<file path="src/wfq_virtual_time_finish_tag_defines.svh">
// Assertion macros shared by the finish-tag unit.
`ifndef WFQ_VIRTUAL_TIME_FINISH_TAG_DEFINES_SVH
`define WFQ_VIRTUAL_TIME_FINISH_TAG_DEFINES_SVH

// Same-cycle implication, disabled while reset is held.
`define WFQ_ASSERT_IMPLY(name, clk, rst_n, pre, post) \
    name: assert property (@(posedge clk) disable iff (!rst_n) (pre) |-> (post)) \
        else $error("wfq assertion failed");

// Next-cycle implication, disabled while reset is held.
`define WFQ_ASSERT_NEXT(name, clk, rst_n, pre, post) \
    name: assert property (@(posedge clk) disable iff (!rst_n) (pre) |=> (post)) \
        else $error("wfq assertion failed");

`endif

</file>
<file path="src/wfq_pkg.sv">
// ----------------------------------------------------------------------------
// wfq_pkg
// Shared types and constants of the WFQ finish-tag unit.
// ----------------------------------------------------------------------------
package wfq_pkg;

    localparam int TAG_W = 48;
    localparam logic [TAG_W-1:0] TAG_MAX = '1;

    localparam logic [1:0] ST_OK         = 2'd0;
    localparam logic [1:0] ST_TABLE_FULL = 2'd1;
    localparam logic [1:0] ST_RING_FULL  = 2'd2;

    typedef enum logic [4:0] {
        OP_NONE, OP_LOAD, OP_LK_CHK, OP_DECIDE,
        OP_A_INIT, OP_A_FLOW, OP_A_END, OP_A_ENTRY, OP_A_NEXT,
        OP_X, OP_X_FIN,
        OP_B_INIT, OP_B_FLOW, OP_B_ENTRY, OP_B_NEXT, OP_B_LIM, OP_MUL_FIN,
        OP_FT, OP_FT_FIN, OP_COMMIT,
        OP_P_FLOW, OP_P_ENTRY, OP_P_WB, OP_P_NEXT
    } t_op;

    typedef enum logic {MD_DIV, MD_MUL} t_md_mode;

    typedef struct packed {
        logic match;
        logic f_last;
        logic valid;
        logic drop;
        logic k_end;
        logic dep;
        logic sum_zero;
        logic b_go;
        logic found;
        logic md_done;
        logic cnt_zero;
        logic prune;
    } t_dp_status;

endpackage

</file>
<file path="src/wfq_ctrl.sv">
// ----------------------------------------------------------------------------
// wfq_ctrl
// Sequencer: lookup, GPS advance passes, tag computation, commit and prune.
// ----------------------------------------------------------------------------
module wfq_ctrl
    import wfq_pkg::*;
(
    input  logic       i_clk,
    input  logic       i_rst_n,
    input  logic       i_start,
    input  t_dp_status i_status,
    output t_op        o_op,
    output logic       o_busy,
    output logic       o_done
);

    typedef enum logic [4:0] {
        S_IDLE, S_LK_RD, S_LK_CHK, S_DECIDE,
        S_A_INIT, S_A_FRD, S_A_FCHK, S_A_RRD, S_A_RCHK, S_A_NEXT,
        S_X, S_X_DIV,
        S_B_INIT, S_B_FRD, S_B_FCHK, S_B_RRD, S_B_RCHK, S_B_NEXT, S_B_END,
        S_MUL, S_FT, S_FT_DIV, S_COMMIT,
        S_P_FRD, S_P_FCHK, S_P_RRD, S_P_RCHK, S_P_WB, S_P_NEXT
    } t_state;

    t_state r_state, n_state;
    logic   r_busy, r_done, n_done;
    t_op    op;

    always_comb begin
        n_state = r_state;
        op      = OP_NONE;
        n_done  = 1'b0;
        case (r_state)
            S_IDLE: begin
                if (i_start) begin
                    op      = OP_LOAD;
                    n_state = S_LK_RD;
                end
            end
            S_LK_RD:  n_state = S_LK_CHK;
            S_LK_CHK: begin
                op      = OP_LK_CHK;
                n_state = (i_status.match || i_status.f_last) ? S_DECIDE : S_LK_RD;
            end
            S_DECIDE: begin
                op = OP_DECIDE;
                if (i_status.drop) begin
                    n_state = S_IDLE;
                    n_done  = 1'b1;
                end else begin
                    n_state = S_A_INIT;
                end
            end
            S_A_INIT: begin
                op      = OP_A_INIT;
                n_state = S_A_FRD;
            end
            S_A_FRD:  n_state = S_A_FCHK;
            S_A_FCHK: begin
                op      = OP_A_FLOW;
                n_state = i_status.valid ? S_A_RRD : S_A_NEXT;
            end
            S_A_RRD: begin
                if (i_status.k_end) begin
                    op      = OP_A_END;
                    n_state = S_A_NEXT;
                end else begin
                    n_state = S_A_RCHK;
                end
            end
            S_A_RCHK: begin
                op      = OP_A_ENTRY;
                n_state = i_status.dep ? S_A_RRD : S_A_NEXT;
            end
            S_A_NEXT: begin
                op      = OP_A_NEXT;
                n_state = i_status.f_last ? S_X : S_A_FRD;
            end
            S_X: begin
                op      = OP_X;
                n_state = i_status.sum_zero ? S_FT : S_X_DIV;
            end
            S_X_DIV: begin
                if (i_status.md_done) begin
                    op      = OP_X_FIN;
                    n_state = S_B_INIT;
                end
            end
            S_B_INIT: begin
                op      = OP_B_INIT;
                n_state = S_B_FRD;
            end
            S_B_FRD:  n_state = S_B_FCHK;
            S_B_FCHK: begin
                op      = OP_B_FLOW;
                n_state = i_status.b_go ? S_B_RRD : S_B_NEXT;
            end
            S_B_RRD:  n_state = S_B_RCHK;
            S_B_RCHK: begin
                op      = OP_B_ENTRY;
                n_state = S_B_NEXT;
            end
            S_B_NEXT: begin
                op      = OP_B_NEXT;
                n_state = i_status.f_last ? S_B_END : S_B_FRD;
            end
            S_B_END: begin
                if (i_status.found) begin
                    op      = OP_B_LIM;
                    n_state = S_MUL;
                end else begin
                    n_state = S_FT;
                end
            end
            S_MUL: begin
                if (i_status.md_done) begin
                    op      = OP_MUL_FIN;
                    n_state = S_A_INIT;
                end
            end
            S_FT: begin
                op      = OP_FT;
                n_state = S_FT_DIV;
            end
            S_FT_DIV: begin
                if (i_status.md_done) begin
                    op      = OP_FT_FIN;
                    n_state = S_COMMIT;
                end
            end
            S_COMMIT: begin
                op      = OP_COMMIT;
                n_state = S_P_FRD;
            end
            S_P_FRD:  n_state = S_P_FCHK;
            S_P_FCHK: begin
                op      = OP_P_FLOW;
                n_state = i_status.valid ? S_P_RRD : S_P_NEXT;
            end
            S_P_RRD:  n_state = i_status.cnt_zero ? S_P_WB : S_P_RCHK;
            S_P_RCHK: begin
                op      = OP_P_ENTRY;
                n_state = i_status.prune ? S_P_RRD : S_P_WB;
            end
            S_P_WB: begin
                op      = OP_P_WB;
                n_state = S_P_NEXT;
            end
            S_P_NEXT: begin
                op = OP_P_NEXT;
                if (i_status.f_last) begin
                    n_state = S_IDLE;
                    n_done  = 1'b1;
                end else begin
                    n_state = S_P_FRD;
                end
            end
            default: n_state = S_IDLE;
        endcase
    end

    always_ff @(posedge i_clk) begin
        if (!i_rst_n) begin
            r_state <= S_IDLE;
            r_busy  <= 1'b0;
            r_done  <= 1'b0;
        end else begin
            r_state <= n_state;
            r_busy  <= n_state != S_IDLE;
            r_done  <= n_done;
        end
    end

    assign o_op   = op;
    assign o_busy = r_busy;
    assign o_done = r_done;

endmodule

</file>
<file path="config.mk">
export PLATFORM = sky130hd
export DESIGN_NAME = wfq_ctrl
export DESIGN_NICKNAME = d
export VERILOG_FILES = /design/src/wfq_virtual_time_finish_tag_defines.svh /design/src/wfq_pkg.sv /design/src/wfq_ctrl.sv
export SDC_FILE = /design/constraint.sdc
export NUM_CORES = 1
export LEC_CHECK = 0
export BUFFER_PORTS_ARGS = -buffer_cell sky130_fd_sc_hd__buf_4
export CAP_MARGIN = 0
export CORE_MARGIN = 3
export CORE_UTILIZATION = 60
export CTS_CLUSTER_SIZE = 25
export DETAILED_ROUTE_END_ITERATION = 16
export GPL_TIMING_DRIVEN = 0
export PLACE_DENSITY = 0.85
export SYNTH_ARGS = -nofsm -noshare
export SYNTH_HDL_FRONTEND = slang
export SYNTH_SLANG_ARGS = --single-unit
</file>
<file path="constraint.sdc">
create_clock -name i_clk -period 3.5 [get_ports i_clk]
set_input_delay 0.7 -clock i_clk [delete_from_list [all_inputs] [get_ports i_clk]]
set_output_delay 0.7 -clock i_clk [all_outputs]
set_load 0.005 [all_outputs]
</file>
; ---- Word level (Yosys, flattened, before mapping)
; Cells that the tools add are included.
[totals]
latch_bits = 0
romBits = 0
memories = 0
mem_bits_rw = 0
elab_cells = 63
output_inout_bits = 7
reg_bits = 7
[classes]
mux = 29
n_eq_ne = 28
div_mod_pow = 0
shift = 0
addsub = 0
mul = 0
n_reduce_logical = 3
n_bitwise = 0
order_cmp = 0
[op_table]
columns = cell, n
row1 = $pmux 5 s29, 1
row2 = $pmux 5 s23, 1
row3 = $eq 5x5->1 const B, 13
row4 = $mux 5, 10
row5 = $eq 5x4->1 const B, 8
row6 = $eq 5x3->1 const B, 4
row7 = $mux 4, 5
row8 = $mux 3, 4
row9 = $eq 5x2->1 const B, 2
row10 = $eq 5x1->1 const B, 1
row11 = $logic_not 5->1, 1
row12 = $mux 1, 5
row13 = $reduce_bool 5->1, 1
row14 = $mux 2, 2
row15 = $pmux 1 s2, 1
row16 = $logic_or 1x1->1, 1

; ---- Longest topological paths before layout
[logic_depth]
depth_word = 4
depth_mapped = 8

; ---- Worst setup path after synthesis
; Ideal clock, no wire load.
[synth_timing]
path_type = in2out
startpoint = input port i_status[2] in the netlist's numbering
endpoint = output port o_op[1]
path_stages = 4
setup_slack_ps = 1387
required_time_ps = 2800
arrival_time_ps = 1413
path_cell_list = clkbuf_1 -> a31oi_1 -> or3_1 -> nand4_1
[synth_between]
elab_chain_cells = 2
[synth_lines]
columns = element, line_no
row1 = "start, declared", wfq_ctrl.sv:11  ; input t_dp_status i_status,
row2 = $mux 5 or $mux 4 (tied branches), "wfq_ctrl.sv:127, wfq_ctrl.sv:85"
row3 = $pmux 5 s23 (*), wfq_ctrl.sv:34  ; case (r_state)
row4 = "end, declared", wfq_ctrl.sv:12  ; output t_op o_op,
; Every way passes the cells marked *; elsewhere a longest branch is shown, timed or not.

; ---- Worst setup path after layout
[layout_timing]
startpoint = register r_state[3]
endpoint = output port o_op[2]
[layout_between]
elab_chain_cells = 2
[layout_lines]
columns = element, line_no
row1 = "start, declared", wfq_ctrl.sv:26  ; t_state r_state, n_state;
row2 = "start signal, assigned", wfq_ctrl.sv:169  ; r_state <= n_state;
row3 = $eq 5x5->1 (tied with other cells), wfq_ctrl.sv:34
row4 = $pmux 5 s23 (*), wfq_ctrl.sv:34
; Marks and branches as above.

==> flow_summary.yaml <==
power_and_ir_drop:
  p_sw_mw: 0.0905
  switching_share: 0.337
  total_power_mw: 0.269
  p_int_mw: 0.178
  pwr-share-comb: 0.411
  sequentialPowerShare: 0.325
  max-vdd-ir-drop_v: 0.000261
  pwr-share-clk: 0.265
  powerDensity_nw_per_um2: 195
  p_leak_nw: 0.555
timing:
  relSlewSlack: 0.656
  clock_skew_ns: 0.00626
  drv_slew: 0
  tns_ns: 0
  min_period_ns: 2.72
  setup_slack_ns: 0.781
  worstMarginPinSlew_ns: 0.514
  max_freq_mhz: 368
  setup_viol: 0
  rsz0062_at_grt: "false"
  hold_violations: 0
  hold_ws_ns: 0.690
  min_period_over_period: 0.777
clock_network:
  post_cts_resized: 0
  cts_root_buf: "clkbuf_4"
  cts_sinks: 7
  h-tree-depth: 1
  tritoncts: "built"
  clk_latency_ns: 0.25
  numCtsBuffers: 3
  postCtsHoldBufs: 0
  post_cts_buffers: 0
  clk_pin_slew_ns: 0.05
  clockBufferDepth: 2
setup_path:
  ff2ff_setup_slack_ns: 1.55
  arrival_ns: 2.02
  cp.required_ns: 2.80
  cp-start-kind: "flip-flop"
  critPathMaxStageDelay_ns: 0.42
  cpMostUsedCell: "buf_2"
  worstPathCellList: "buf_2 -> buf_2 -> nor2_1 -> nand2_1 -> o21a_1 -> o21ai_0 -> a211o_1 -> buf_4"
  crit_type: "flip-flop to output port"
  critical-path-slowest-cell: "nor2_1"
  crit_path_max_fanout: 10
  end_kind: "output port"
drt:
  via_per_inst: 6.81
  drt-wirelength-per-cell_um: 16.3
  drt_pass1_iterations: 5
  vias: 1457
  drt-total-wl_um: 3480
  drc: 0
  antenna_left: 0
  dr.first_iter.drc_count: 133
logic_synthesis:
  synth-edff-count: 0
  async_flop_share: 0
  synth-seq-cells: 7
  avgSynthCellArea_sq_um: 7.12
  yosys_warnings: 0
  synthFlopType: "dfxtp_1"
  synth_nets: 181
  synthCells: 166
  synth.distinct_cells: 53
  syn_area_sq_um: 1180
  seq_area_frac_synth: 0.119
grt:
  grt_max_degree: 11
  grt-ovfl-total: 0
  grtUsageTotal: 0.288
  antenna_found_initial: 0
  grt_pass1_wl_um: 5800
  grt_pass1_vias: 1301
layout:
  fin_nets: 205
  n_antenna_cell: 0
  final_common_cell: "buf_4"
  drive_gt1_frac: 0.254
  area_growth_pct: 16.9
  final_area_sq_um: 1380
  final_core_util: 0.775
  fin_cells: 214
  most-common-layout-cells: "buf_4, o21ai_0, nand2_1"
run:
  maxCapViolCount: 0
floorplan:
  dieArea_sq_um: 2540
  initial_utilization: 0.662
  die_w_um: 50.4
  io_pins: 22
  die_h_um: 50.4
  rows: 15
  core_area_sq_um: 1780
min_path:
  hp-class: "primary input to flip-flop"
placement:
  placed_cell_area_sq_um: 1360
  dp_cells: 210
  portBuffers: 19
  gp_congestion: 0.985
  dp_hpwl_um: 2630
  dpl_worst_slack_ns: 1.09
run_status:
  status: "finished, final reports clean"
## worst paths after layout
path / from / to / cells past startpoint
worst max-delay path: r_state[3]$_SDFF_PN0_ / o_op[2] / 8
worst min-delay path: i_rst_n / r_state[1]$_SDFF_PN0_ / 2
worst max register to register: r_state[3]$_SDFF_PN0_ / r_state[3]$_SDFF_PN0_ / 7
worst min register to register: r_state[0]$_SDFF_PN0_ / r_state[4]$_SDFF_PN0_ / 4
## synth_stat cells (3+ instances only)
library cell / number / share of area
a21oi_1: 11 / 0.047
dfxtp_1: 7 / 0.12
nor2b_1: 7 / 0.037
nor2_1: 13 / 0.041
a22oi_1: 4 / 0.025
nand3_1: 4 / 0.017
o211ai_1: 3 / 0.019
nand2_1: 16 / 0.051
clkbuf_8: 6 / 0.070
and3b_1: 3 / 0.022
nand2b_1: 7 / 0.037
o21ai_0: 18 / 0.076
buf_2: 7 / 0.030
nand4_1: 5 / 0.026
o22ai_1: 4 / 0.021
## cell families (layout without fill, tap and decap cells)
kind of cell              after synthesis  after routing  share of synthesized area
and+or+nand+nor                        75             75                      0.378
xor gates and xnor gates                1              1                    0.00742
buffers and inverters                  21             44                      0.141
AOI/OAI and AO/OA                      62             62                      0.355
DFF                                     7              7                      0.119
## layer usage
layer,global-route usage,share of wire
met5,0,0
met3,0.0623,0.15
met2,0.459,0.44
met1,0.387,0.38
met4,0.0807,0.026
## final cells by class
| type | count | area (sq um) |
|---|---|---|
| plain buffers | 18 | 155 |
| well taps | 25 | 31.3 |
| clock buffers | 4 | 26.3 |
| multi-input cells | 138 | 875 |
| fillers | 131 | 402 |
| inverters | 3 | 11.3 |
| repair buffers | 19 | 143 |
| flip-flops and latches | 7 | 140 |
## registers in the layout, indices dropped and copies added (netlist names)
name,count
o_done,1
r_state,5
o_busy,1
## power groups by stage
stage	sequential [mW]	clock, mW	combinational [mW]
after floorplan	0.0888	0	0.0698
after global placement	0.0888	0	0.106
after detailed placement	0.0890	0	0.107
after CTS	0.0874	0.0724	0.108
after global routing	0.0877	0.0767	0.120
final	0.0873	0.0712	0.111
## worst max-delay path: cells and delay by family (launching register included)
family / cells / cell delay, ns
buf+inv: 3 / 0.48
compound gates: 3 / 0.41
simple gates: 2 / 0.58
flops: 1 / 0.29
Note: power is estimated with default switching activity, not from simulation.
